--- config.mk ---
export PLATFORM = sky130hd
export DESIGN_NAME = indexed_array_list
export DESIGN_NICKNAME = d
export VERILOG_FILES = /design/src/rtl/ial_pkg.sv /design/src/rtl/indexed_array_list.sv /design/src/rtl/ial_front.sv /design/src/rtl/ial_back.sv
export SDC_FILE = /design/constraint.sdc
export NUM_CORES = 2
export LEC_CHECK = 0
export CAP_MARGIN = 20
export CORE_ASPECT_RATIO = 1.5
export CORE_UTILIZATION = 45
export DETAILED_ROUTE_END_ITERATION = 16
export DONT_BUFFER_PORTS = 1
export PLACE_DENSITY = 0.66
export SYNTH_ARGS = -nofsm -noshare
export SYNTH_HDL_FRONTEND = slang
export SYNTH_SLANG_ARGS = --single-unit
export TNS_END_PERCENT = 5
--- constraint.sdc ---
create_clock -name aclk -period 8.3 [get_ports aclk]
set_clock_uncertainty 0.2 [all_clocks]
set_input_delay 0.415 -clock aclk [delete_from_list [all_inputs] [get_ports aclk]]
set_output_delay 0.415 -clock aclk [all_outputs]
set_load 0.02 [all_outputs]
--- src/rtl/ial_pkg.sv ---
// ----------------------------------------------------------------------------
// Indexed array list package
// Field widths, operation and status codes, and the types shared between the
// command front end and the list engine.
// ----------------------------------------------------------------------------
package ial_pkg;

    localparam int MODE_W   = 3;
    localparam int INDEX_W  = 6;
    localparam int VALUE_W  = 32;
    localparam int POS_W    = 6;
    localparam int STATUS_W = 2;
    localparam int COUNT_W  = 7;
    localparam int TDATA_W  = 48;

    localparam logic [MODE_W-1:0] MODE_APPEND = 3'd0;
    localparam logic [MODE_W-1:0] MODE_REMOVE = 3'd1;
    localparam logic [MODE_W-1:0] MODE_READ   = 3'd2;
    localparam logic [MODE_W-1:0] MODE_WRITE  = 3'd3;
    localparam logic [MODE_W-1:0] MODE_FIND   = 3'd4;
    localparam logic [MODE_W-1:0] MODE_FRONT  = 3'd5;
    localparam logic [MODE_W-1:0] MODE_BACK   = 3'd6;

    localparam logic [STATUS_W-1:0] STATUS_OK    = 2'd0;
    localparam logic [STATUS_W-1:0] STATUS_FULL  = 2'd1;
    localparam logic [STATUS_W-1:0] STATUS_RANGE = 2'd2;

    typedef enum logic [2:0] {
        OP_APPEND,
        OP_REMOVE,
        OP_READ,
        OP_WRITE,
        OP_FIND,
        OP_FRONT,
        OP_BACK,
        OP_BAD
    } op_t;

    typedef struct packed {
        op_t                        op;
        logic [INDEX_W-1:0]         index;
        logic signed [VALUE_W-1:0]  value;
    } cmd_t;

    typedef struct packed {
        logic signed [VALUE_W-1:0]  data;
        logic [POS_W-1:0]           position;
        logic                       found;
        logic [STATUS_W-1:0]        status;
    } res_t;

    typedef enum logic [2:0] {
        ST_IDLE,
        ST_READ,
        ST_REM_FIRST,
        ST_REM_SHIFT,
        ST_FIND,
        ST_RESP
    } state_t;

    function automatic op_t decode_mode(input logic [MODE_W-1:0] mode);
        op_t op;
        unique case (mode)
            MODE_APPEND: op = OP_APPEND;
            MODE_REMOVE: op = OP_REMOVE;
            MODE_READ:   op = OP_READ;
            MODE_WRITE:  op = OP_WRITE;
            MODE_FIND:   op = OP_FIND;
            MODE_FRONT:  op = OP_FRONT;
            MODE_BACK:   op = OP_BACK;
            default:     op = OP_BAD;
        endcase
        return op;
    endfunction

endpackage

--- src/rtl/indexed_array_list.sv ---
// ----------------------------------------------------------------------------
// Indexed array list
// Ordered list of signed 32-bit words with append, remove at index, read,
// write, find, front and back; one result word for every input word.
// ----------------------------------------------------------------------------
// Input words pass through a two-entry command queue into the list engine,
// which keeps the entries in a memory with one write port and a registered
// read port and finishes one command before it starts the next. Append,
// write, every error and a find on an empty list load their result into the
// output register when the engine takes them; read, front and back first read
// the memory; remove at index i reads entry i, then each later entry moves
// down one place a cycle through the memory ports; find compares entries from
// the front, one compare a cycle, until a hit or the last entry. The queue
// registers commands, and a result in the output register does not stop new
// input words from entering the queue until both of its entries are taken.
module indexed_array_list #(
    parameter int CAPACITY = 64
) (
    input  logic                        aclk,
    input  logic                        aresetn,
    input  logic                        s_tvalid,
    output logic                        s_tready,
    // mode[2:0], index[8:3], value[40:9], zero fill [47:41]
    input  logic [ial_pkg::TDATA_W-1:0] s_tdata,
    output logic                        m_tvalid,
    input  logic                        m_tready,
    // data[31:0], position[37:32], found[38], status[40:39], count[47:41]
    output logic [ial_pkg::TDATA_W-1:0] m_tdata
);

    ial_pkg::cmd_t                  cmd;
    logic                           cmd_valid;
    logic                           cmd_ready;
    ial_pkg::res_t                  res;
    logic [ial_pkg::COUNT_W-1:0]    res_count;

    ial_front u_front (
        .aclk      (aclk),
        .aresetn   (aresetn),
        .in_valid  (s_tvalid),
        .in_ready  (s_tready),
        .in_mode   (s_tdata[2:0]),
        .in_index  (s_tdata[8:3]),
        .in_value  (s_tdata[40:9]),
        .cmd_valid (cmd_valid),
        .cmd_ready (cmd_ready),
        .cmd       (cmd)
    );

    ial_back #(
        .CAPACITY (CAPACITY)
    ) u_back (
        .aclk      (aclk),
        .aresetn   (aresetn),
        .cmd_valid (cmd_valid),
        .cmd_ready (cmd_ready),
        .cmd       (cmd),
        .out_valid (m_tvalid),
        .out_ready (m_tready),
        .out_res   (res),
        .out_count (res_count)
    );

    assign m_tdata = {res_count, res.status, res.found, res.position, res.data};

endmodule

--- src/rtl/ial_front.sv ---
// ----------------------------------------------------------------------------
// Indexed array list command front end
// Accepts input words, decodes the mode into an operation and holds the
// commands in a two-entry queue in front of the list engine.
// ----------------------------------------------------------------------------
module ial_front (
    input  logic                            aclk,
    input  logic                            aresetn,
    input  logic                            in_valid,
    output logic                            in_ready,
    input  logic [ial_pkg::MODE_W-1:0]      in_mode,
    input  logic [ial_pkg::INDEX_W-1:0]     in_index,
    input  logic signed [ial_pkg::VALUE_W-1:0] in_value,
    output logic                            cmd_valid,
    input  logic                            cmd_ready,
    output ial_pkg::cmd_t                   cmd
);

    logic [1:0]     fill_reg, fill_next;
    logic           wr_ptr_reg;
    logic           rd_ptr_reg;
    ial_pkg::cmd_t  slot_reg [2];
    logic           push;
    logic           pop;

    assign in_ready  = (fill_reg != 2'd2);
    assign cmd_valid = (fill_reg != 2'd0);
    assign cmd       = slot_reg[rd_ptr_reg];
    assign push      = in_valid && in_ready;
    assign pop       = cmd_valid && cmd_ready;

    always_comb begin
        fill_next = fill_reg;
        if (push && !pop) begin
            fill_next = fill_reg + 2'd1;
        end else if (pop && !push) begin
            fill_next = fill_reg - 2'd1;
        end
    end

    always_ff @(posedge aclk) begin
        if (!aresetn) begin
            fill_reg   <= 2'd0;
            wr_ptr_reg <= 1'b0;
            rd_ptr_reg <= 1'b0;
        end else begin
            fill_reg <= fill_next;
            if (push) begin
                wr_ptr_reg <= ~wr_ptr_reg;
            end
            if (pop) begin
                rd_ptr_reg <= ~rd_ptr_reg;
            end
        end
    end

    always_ff @(posedge aclk) begin
        if (push) begin
            slot_reg[wr_ptr_reg] <= '{op:    ial_pkg::decode_mode(in_mode),
                                      index: in_index,
                                      value: in_value};
        end
    end

endmodule

--- src/rtl/ial_back.sv ---
// ----------------------------------------------------------------------------
// Indexed array list engine
// Holds the element memory and the entry count, carries out one command at a
// time and places its result in the output register.
// ----------------------------------------------------------------------------
module ial_back #(
    parameter int CAPACITY = 64
) (
    input  logic                            aclk,
    input  logic                            aresetn,
    input  logic                            cmd_valid,
    output logic                            cmd_ready,
    input  ial_pkg::cmd_t                   cmd,
    output logic                            out_valid,
    input  logic                            out_ready,
    output ial_pkg::res_t                   out_res,
    output logic [ial_pkg::COUNT_W-1:0]     out_count
);

    localparam int AW   = $clog2(CAPACITY);
    localparam int CW   = $clog2(CAPACITY + 1);
    localparam int CMPW = (CW > ial_pkg::INDEX_W) ? CW : ial_pkg::INDEX_W;

    ial_pkg::state_t    state_reg, state_next;
    logic [CW-1:0]      count_reg, count_next;
    logic [AW-1:0]      ptr_reg, ptr_next;
    ial_pkg::op_t       cur_op_reg, cur_op_next;
    logic signed [ial_pkg::VALUE_W-1:0] cur_value_reg, cur_value_next;
    ial_pkg::res_t      res_reg, res_next;

    logic                           out_valid_reg;
    ial_pkg::res_t                  out_res_reg, out_res_next;
    logic [ial_pkg::COUNT_W-1:0]    out_count_reg;
    logic                           out_load;
    logic                           out_free;

    logic signed [ial_pkg::VALUE_W-1:0] mem [CAPACITY];
    logic signed [ial_pkg::VALUE_W-1:0] rdata_reg;
    logic                               rd_en;
    logic [AW-1:0]                      rd_addr;
    logic                               wr_en;
    logic [AW-1:0]                      wr_addr;
    logic signed [ial_pkg::VALUE_W-1:0] wr_data;

    logic           take;
    logic           idx_ok;
    logic           full;
    logic           empty;
    logic [CW:0]    ptr_p1;
    logic [CW:0]    ptr_p2;
    logic [CW:0]    cnt_w;
    logic           more1;
    logic           more2;
    logic           match;
    ial_pkg::res_t  res_ok;

    assign out_free  = !out_valid_reg || out_ready;
    assign cmd_ready = (state_reg == ial_pkg::ST_IDLE) && out_free;
    assign take      = cmd_valid && cmd_ready;

    assign idx_ok = CMPW'(cmd.index) < CMPW'(count_reg);
    assign full   = (count_reg == CW'(CAPACITY));
    assign empty  = (count_reg == '0);
    assign ptr_p1 = (CW + 1)'(ptr_reg) + (CW + 1)'(1);
    assign ptr_p2 = (CW + 1)'(ptr_reg) + (CW + 1)'(2);
    assign cnt_w  = (CW + 1)'(count_reg);
    assign more1  = ptr_p1 < cnt_w;
    assign more2  = ptr_p2 < cnt_w;
    assign match  = (rdata_reg == cur_value_reg);
    assign res_ok = '{data: '0, position: '0, found: 1'b0, status: ial_pkg::STATUS_OK};

    // Next state
    always_comb begin
        state_next = state_reg;
        unique case (state_reg)
            ial_pkg::ST_IDLE: begin
                if (take) begin
                    unique case (cmd.op) inside
                        ial_pkg::OP_REMOVE: begin
                            if (idx_ok) begin
                                state_next = ial_pkg::ST_REM_FIRST;
                            end
                        end
                        ial_pkg::OP_READ: begin
                            if (idx_ok) begin
                                state_next = ial_pkg::ST_READ;
                            end
                        end
                        ial_pkg::OP_FRONT, ial_pkg::OP_BACK: begin
                            if (!empty) begin
                                state_next = ial_pkg::ST_READ;
                            end
                        end
                        ial_pkg::OP_FIND: begin
                            if (!empty) begin
                                state_next = ial_pkg::ST_FIND;
                            end
                        end
                        default: state_next = ial_pkg::ST_IDLE;
                    endcase
                end
            end
            ial_pkg::ST_READ: state_next = ial_pkg::ST_RESP;
            ial_pkg::ST_REM_FIRST: begin
                state_next = more1 ? ial_pkg::ST_REM_SHIFT : ial_pkg::ST_RESP;
            end
            ial_pkg::ST_REM_SHIFT: begin
                if (!more2) begin
                    state_next = ial_pkg::ST_RESP;
                end
            end
            ial_pkg::ST_FIND: begin
                if (match || !more1) begin
                    state_next = ial_pkg::ST_RESP;
                end
            end
            ial_pkg::ST_RESP: begin
                if (out_free) begin
                    state_next = ial_pkg::ST_IDLE;
                end
            end
            default: state_next = ial_pkg::ST_IDLE;
        endcase
    end

    // Datapath and memory controls
    always_comb begin
        rd_en          = 1'b0;
        rd_addr        = ptr_reg;
        wr_en          = 1'b0;
        wr_addr        = ptr_reg;
        wr_data        = rdata_reg;
        count_next     = count_reg;
        ptr_next       = ptr_reg;
        cur_op_next    = cur_op_reg;
        cur_value_next = cur_value_reg;
        res_next       = res_reg;
        out_load       = 1'b0;
        out_res_next   = res_ok;
        unique case (state_reg)
            ial_pkg::ST_IDLE: begin
                if (take) begin
                    cur_op_next    = cmd.op;
                    cur_value_next = cmd.value;
                    res_next       = res_ok;
                    ptr_next       = AW'(cmd.index);
                    // Commands that finish here go straight to the output.
                    out_load       = 1'b1;
                    unique case (cmd.op) inside
                        ial_pkg::OP_APPEND: begin
                            if (full) begin
                                out_res_next.status = ial_pkg::STATUS_FULL;
                            end else begin
                                wr_en      = 1'b1;
                                wr_addr    = AW'(count_reg);
                                wr_data    = cmd.value;
                                count_next = count_reg + CW'(1);
                            end
                        end
                        ial_pkg::OP_WRITE: begin
                            if (idx_ok) begin
                                wr_en   = 1'b1;
                                wr_addr = AW'(cmd.index);
                                wr_data = cmd.value;
                            end else begin
                                out_res_next.status = ial_pkg::STATUS_RANGE;
                            end
                        end
                        ial_pkg::OP_REMOVE, ial_pkg::OP_READ: begin
                            if (idx_ok) begin
                                out_load = 1'b0;
                                rd_en    = 1'b1;
                                rd_addr  = AW'(cmd.index);
                            end else begin
                                out_res_next.status = ial_pkg::STATUS_RANGE;
                            end
                        end
                        ial_pkg::OP_FRONT, ial_pkg::OP_FIND: begin
                            if (!empty) begin
                                out_load = 1'b0;
                                rd_en    = 1'b1;
                                rd_addr  = '0;
                                ptr_next = '0;
                            end else if (cmd.op == ial_pkg::OP_FRONT) begin
                                out_res_next.status = ial_pkg::STATUS_RANGE;
                            end
                        end
                        ial_pkg::OP_BACK: begin
                            if (!empty) begin
                                out_load = 1'b0;
                                rd_en    = 1'b1;
                                rd_addr  = AW'(count_reg - CW'(1));
                            end else begin
                                out_res_next.status = ial_pkg::STATUS_RANGE;
                            end
                        end
                        default: begin
                            out_res_next.status = ial_pkg::STATUS_RANGE;
                        end
                    endcase
                end
            end
            ial_pkg::ST_READ: begin
                res_next.data = rdata_reg;
            end
            ial_pkg::ST_REM_FIRST: begin
                res_next.data = rdata_reg;
                if (more1) begin
                    rd_en   = 1'b1;
                    rd_addr = AW'(ptr_p1);
                end
            end
            ial_pkg::ST_REM_SHIFT: begin
                // Read data holds entry ptr+1; it moves down to ptr while the
                // next entry up is fetched.
                wr_en    = 1'b1;
                wr_addr  = ptr_reg;
                wr_data  = rdata_reg;
                ptr_next = AW'(ptr_p1);
                if (more2) begin
                    rd_en   = 1'b1;
                    rd_addr = AW'(ptr_p2);
                end
            end
            ial_pkg::ST_FIND: begin
                if (match) begin
                    res_next.found    = 1'b1;
                    res_next.position = ial_pkg::POS_W'(ptr_reg);
                end else if (more1) begin
                    rd_en    = 1'b1;
                    rd_addr  = AW'(ptr_p1);
                    ptr_next = AW'(ptr_p1);
                end
            end
            ial_pkg::ST_RESP: begin
                if (out_free) begin
                    out_load     = 1'b1;
                    out_res_next = res_reg;
                    if (cur_op_reg == ial_pkg::OP_REMOVE) begin
                        count_next = count_reg - CW'(1);
                    end
                end
            end
            default: begin
                out_load = 1'b0;
            end
        endcase
    end

    always_ff @(posedge aclk) begin
        if (!aresetn) begin
            state_reg     <= ial_pkg::ST_IDLE;
            count_reg     <= '0;
            cur_op_reg    <= ial_pkg::OP_APPEND;
            out_valid_reg <= 1'b0;
        end else begin
            state_reg  <= state_next;
            count_reg  <= count_next;
            cur_op_reg <= cur_op_next;
            if (out_load) begin
                out_valid_reg <= 1'b1;
            end else if (out_ready) begin
                out_valid_reg <= 1'b0;
            end
        end
    end

    always_ff @(posedge aclk) begin
        ptr_reg       <= ptr_next;
        cur_value_reg <= cur_value_next;
        res_reg       <= res_next;
        if (out_load) begin
            out_res_reg   <= out_res_next;
            out_count_reg <= ial_pkg::COUNT_W'(count_next);
        end
    end

    always_ff @(posedge aclk) begin
        if (wr_en) begin
            mem[wr_addr] <= wr_data;
        end
        if (rd_en) begin
            rdata_reg <= mem[rd_addr];
        end
    end

    assign out_valid = out_valid_reg;
    assign out_res   = out_res_reg;
    assign out_count = out_count_reg;

`ifndef ASSERT_OFF
    a_count_cap: assert property (@(posedge aclk) disable iff (!aresetn)
        count_reg <= CW'(CAPACITY))
        else $error("entry count exceeds capacity");

    a_shift_in_range: assert property (@(posedge aclk) disable iff (!aresetn)
        (state_reg == ial_pkg::ST_REM_SHIFT) |-> (ptr_p1 < cnt_w))
        else $error("remove shift runs past the last entry");

    a_remove_dec: assert property (@(posedge aclk) disable iff (!aresetn)
        (state_reg == ial_pkg::ST_RESP && out_free && cur_op_reg == ial_pkg::OP_REMOVE)
        |=> (count_reg == $past(count_reg) - CW'(1)))
        else $error("remove did not drop the count by one");

    a_full_status: assert property (@(posedge aclk) disable iff (!aresetn)
        (out_load && out_res_next.status == ial_pkg::STATUS_FULL) |-> full)
        else $error("full status reported on a list with room");

    a_found_source: assert property (@(posedge aclk) disable iff (!aresetn)
        (out_load && out_res_next.found)
        |-> (state_reg == ial_pkg::ST_RESP && cur_op_reg == ial_pkg::OP_FIND))
        else $error("found flag set on a result that is not a find");
`endif

endmodule

* Word level (Yosys, flattened, before mapping)
Memory sizes are Yosys's and may differ from the RTL's. A register that Yosys moved wholly into a read port is not among the register bits.
Cells that the tools add are included.
** Operators by class
- Add/subtract/negate cells :: 6
- Order comparisons :: 3
- Equal/unequal tests :: 30
- Muxes and demuxes :: 81
- Bitwise operators :: 2
- Reductions and logical operators :: 33
** Operator list (count)
- 32-bit two-way mux :: 4
- 32-bit one-hot mux with 2 select lines :: 2
- 6-bit two-way mux :: 13
- 7-bit two-way mux :: 6
- 41-bit two-way mux :: 1
- 6-bit one-hot mux with 3 select lines :: 2
- 32-bit equality test :: 1
- 3-bit two-way mux :: 10
- 7-bit one-hot mux with 2 select lines :: 2
- 3-bit equality test, second input constant :: 8
- 6-bit one-hot mux with 4 select lines :: 1
- 1-bit two-way mux :: 21
- 3-bit one-hot mux with 7 select lines :: 1
- 3-bit by 2-bit equality test with 1-bit output, second input constant :: 6
- 3-bit one-hot mux with 6 select lines :: 1
- 8-bit by 7-bit less-than comparator with 1-bit output :: 2
- 2-bit two-way mux :: 7
- 3-bit by 1-bit equality test with 1-bit output, second input constant :: 4
- 3-bit one-hot mux with 4 select lines :: 1
- 6-bit one-hot mux with 2 select lines :: 1
- 1-bit one-hot mux with 2 select lines :: 5
- 2-bit nonzero test :: 5
- 3-bit zero test :: 3
- 2-bit one-hot mux with 4 select lines :: 1
- other kinds (25) :: 47
** Word-level totals
- Flip-flop bits (word level) :: 143
- Memory bits (writable) :: 2130
- Memories :: 2
** Memories
- u_back.mem :: words 64, bits a word 32, read ports 1, clocked after Yosys merged registers in 1, write ports 1, line ial_back.sv:37 : logic signed [ial_pkg::VALUE_W-1:0] mem [CAPACITY];
- u_front.slot_reg :: words 2, bits a word 41, read ports 1, clocked after Yosys merged registers in 1, write ports 1, line ial_front.sv:22 : ial_pkg::cmd_t slot_reg [2];

* Logic depth before layout (Yosys ltp)
- Depth after elaboration :: 8
- Gate-level depth with buffers :: 23
- Gate-level depth less buffers :: 17

* Modules after synthesis
A second synthesis with hierarchy kept.
** Unflattened totals
- Cells, all modules :: 5654
- Area total of the unflattened synthesis :: 91546.6 sq um
** By module, submodules not included
- ial_back :: instances 1, cells each 5499, area an instance 88343.5 sq um, seq. area each 66493.8 sq um
- ial_front :: instances 1, cells each 155, area an instance 3203.1 sq um, seq. area each 2562.5 sq um

* Worst setup path before layout
OpenSTA, ideal clock, no wires.
- Path type :: register to register
- Start point :: register (tool-made name)
- End point :: memory u_back.mem[62][0] in the netlist's numbering, enable pin
- Arrival time :: 5.427 ns
- Data required time :: 7.639 ns
- Setup slack :: 2.212 ns
- Stages on the path, launching flop included :: 15
- Clock period less this slack :: 6.088 ns
- Path through :: dfxtp_1 buf_4 buf_1 mux2i_1 inv_1 ha_1 a211oi_1 o32ai_1 nor2_1 buf_2 o21ai_0 o21ai_0 a22oi_1 nand2_1 nor3_1
** RTL lines (line)
- to (decl) :: ial_back.sv:37

* Worst setup path in the final report
- Start point :: register u_back.ptr_reg[1]
- End point :: register u_back.rdata_reg[15] in the netlist's numbering (read register of u_back.mem), data pin
** Between the ends
- Longest elaborated chain between the ends :: 5
- Elaborated cells between the ends (all ways) :: 17
- Those cells by class :: 2 x add/sub; 2 x order compare; 13 x mux
** Ends and longest elaborated chain
- from (decl) :: line ial_back.sv:26 : logic [AW-1:0] ptr_reg, ptr_next;
- from (signal assigned) :: line ial_back.sv:269 : ptr_reg <= ptr_next;
- 6-bit by 1-bit adder with 7-bit output :: line ial_back.sv:64 : assign ptr_p1 = (CW + 1)'(ptr_reg) + (CW + 1)'(1);
- 8-bit by 7-bit less-than comparator with 1-bit output :: line ial_back.sv:67 : assign more1 = ptr_p1 < cnt_w;
- 6-bit two-way mux or 1-bit two-way mux (tied branches)
- 6-bit two-way mux or 1-bit two-way mux (tied branches) :: line ial_back.sv:226 : if (match) begin
- 6-bit one-hot mux with 4 select lines or 1-bit one-hot mux with 4 select lines (tied branches) :: line ial_back.sv:140 : unique case (state_reg)
- to (decl) :: line ial_back.sv:38 : logic signed [ial_pkg::VALUE_W-1:0] rdata_reg;
Parallel ways exist; a longest one is shown, timed or not.
A chain may end at the register's enable or synchronous reset.

==> impl_metrics.toml <==
[detailed_routing]
drtAntennaViolNets = 0
drt-pass1-iter-count = 6
drc = 0
viasPerCell = 5.94
vias = 55280
routedWlPerCell_um = 26.9
routed_wl_um = 250000
drt-initial-drc-count = 6285

[cells_and_area]
synthToLayoutAreaGrowth_pct = 12.9
drive_above_1_share = 0.117
largest_register_ffs = 2048
fillers = 16617
nets = 6556

[critical_path]
cp.arrival_ns = 8.07
required_ns = 8.84
r2r-end = "u_back.rdata_reg[15]"
r2r_cells = 21
r2r_start = "u_back.ptr_reg[1]"
critPathMaxFanout = 70
cp-startpoint = "u_back.ptr_reg[1]"
cp-start-kind = "register"
r2r_slack_ns = 0.77
critPathCaptureType = "register"
path_class = "reg -> reg"

[synthesis]
synth_top_family_by_area = "simple AND/OR/NAND/NOR gates"
synth.area.mux_share = 0.0765
avgSynthCellArea_um2 = 14.7
yosys_register_bits = 2306
synth_top_cells_by_count = "edfxtp_1, nand2_1, mux2i_1, nand3_1, clkbuf_1"
yosys-top-cells-area = "edfxtp_1, mux2i_1, nand2_1"
synth_area_mm2 = 0.0931
yosysTopAreaCellShare = 0.737
synth_edf_count = 2287
syn_inst = 6328
synth-async-reset-ratio = 0
synth.net_count = 6402
yosys.area_share.simple = 0.104
synth_compound_area_frac = 0.0518
synth_top_area_cell = "edfxtp_1"
ys.warnings.count = 0
synth_flop_cell = "edfxtp_1"
yosysSeqAreaShare = 0.741
synthAdderAreaFrac = 0.00296
yosys.area_share.xor_xnor = 0.00480
ys_types = 76
yosysMostFrequentCell = "edfxtp_1"

[global_routing]
grt_use_total = 0.234
antenna_found_initial = 3
grt_pass1_wl_um = 361000
grt_max_degree = 90
grt_pass1_vias = 54176
overflow = 0

[hold_path]
hp-start = "s_tdata[15]"
min_to = "u_front.slot_reg[1][6]"
whs_path_depth = 1
hp-class = "in -> reg"

[placed_design]
portBuffers = 0
dp_hpwl_um = 148000
place_ws_ns = 0.959
gp_congestion = 0.884

[cts]
clock_tree.root_cell = "clkbuf_16"
cts.sinks = 2306
cts_hold_buf = 59
cts_max_level = 4
cts-resized-gates = 0
cts.reportedPaths.clkPinSlew_ns = 0.06
cts_tree = "done"
post-cts-setup-buffer-count = 0
clock_latency_ns = 0.89
clockBufferDepth = 4
cts-buffers-inserted = 202

[timing]
worst_slew_margin_rel = 0.160
hold_viol = 0
tightest_slew_ns = 1.25
drv_slew = 0
layout_setup_ws_ns = 0.767
finalCritPeriodShare = 0.908
tns_ns = 0
finalSetupViolCount = 0
max_freq_mhz = 133
finalCriticalPeriod_ns = 7.53
rsz0062_at_grt = "false"

[floorplanning]
core_area_mm2 = 0.206
initial_utilization = 0.453
die_area_mm2 = 0.209
io-pin-count = 102
die_x_um = 373
die_y_um = 559
std_cell_rows = 204

[outcome]
status = "finished, final reports clean"

[flow_run]
cap_viol_max_count = 0
==> worst max path at each step <==
stage	cells past startpoint	end	slack [ns]
floorplan	14	u_back.mem[62][0]	2.21
finish	21	u_back.rdata_reg[15]	0.77
CTS	21	u_back.rdata_reg[15]	0.94
global placement	21	u_back.rdata_reg[16]	0.15
detailed placement	21	u_back.rdata_reg[15]	0.96
global route	21	u_back.rdata_reg[15]	0.53
==> through the flow <==
stage	utilization	area, um^2	hold WS (ns)	cells
detailed placement	0.477	98000	0.291	8886
finish	0.511	105000	0.0321	9312
CTS	0.510	105000	0.00625	9299
global placement	0.476	98000	0.281	8878
global route	0.511	105000	0.0123	9312
floorplan	-	93100	0.272	6328
==> routing by layer <==
metal  track usage  vias to the layer above  part of all wire  routed length (um)
met3        0.0292                      538             0.073               18200
li1              -                    24350                 -                   -
met5             0                        -                 0                   0
met1         0.291                    27934              0.37               93700
met4         0.136                        0             0.063               15700
met2         0.394                     2458              0.49              123000
==> cell families after synthesis <==
group | Yosys count
AOI/OAI and AO/OA | 685
adders and majority gates | 22
DFF | 2306
muxes | 702
buffers and inverters | 410
xor gates and xnor gates | 51
and+or+nand+nor | 2152
==> placed cells by master, fill, tap and decap left out, drive strengths merged, types with 33 or more instances in the layout <==
cell type,Yosys,layout
nand3,549,549
nand2,1141,1141
edfxtp,2287,2287
clkbuf,210,245
a221o,33,33
dlygate4sd3,0,61
a21oi,130,130
mux2,71,71
o211ai,41,41
o21ai,136,136
o22ai,35,35
buf,179,278
nor4,84,84
a32oi,63,63
nor2,125,125
and2,46,46
o21a,37,37
a221oi,64,64
xor2,35,35
clkinv,1,77
mux2i,631,631
and3,146,146
==> worst max-delay path, stage by stage, from the launching register on <==
cell and delay, ns:
edfxtp_1 0.59, ha_1 0.37, and3_1 0.26, nand2_1 0.16, xnor2_1 0.17, ha_1 0.30, and3_1 0.20, a221oi_1 0.50
o21ai_1 0.39, nor2_1 0.40, a31oi_1 0.22, nand3_4 0.59, buf_12 0.44, buf_4 0.51, mux2i_1 0.14, mux2i_1 0.16
o22ai_1 0.09, buf_4 0.18, nor4_2 0.93, buf_4 0.30, o21a_1 0.13, a221o_1 0.10
==> layout make-up <==
type,count,area (um^2),area share
Sequential cell,2306,69100,0.657
Multi-Input combinational cell,3612,23100,0.219
Clock buffer,245,5310,0.0505
Tap cell,2678,3350,0.0319
Timing Repair Buffer,339,3240,0.0308
Clock inverter,109,1060,0.0101
Inverter,21,78.8,0.000749
Antenna cell,2,5.00,0.0000476
Power is left out: the tool's default activity adds up to more than one toggle a clock period on the data nets, which glitch-free logic cannot reach.
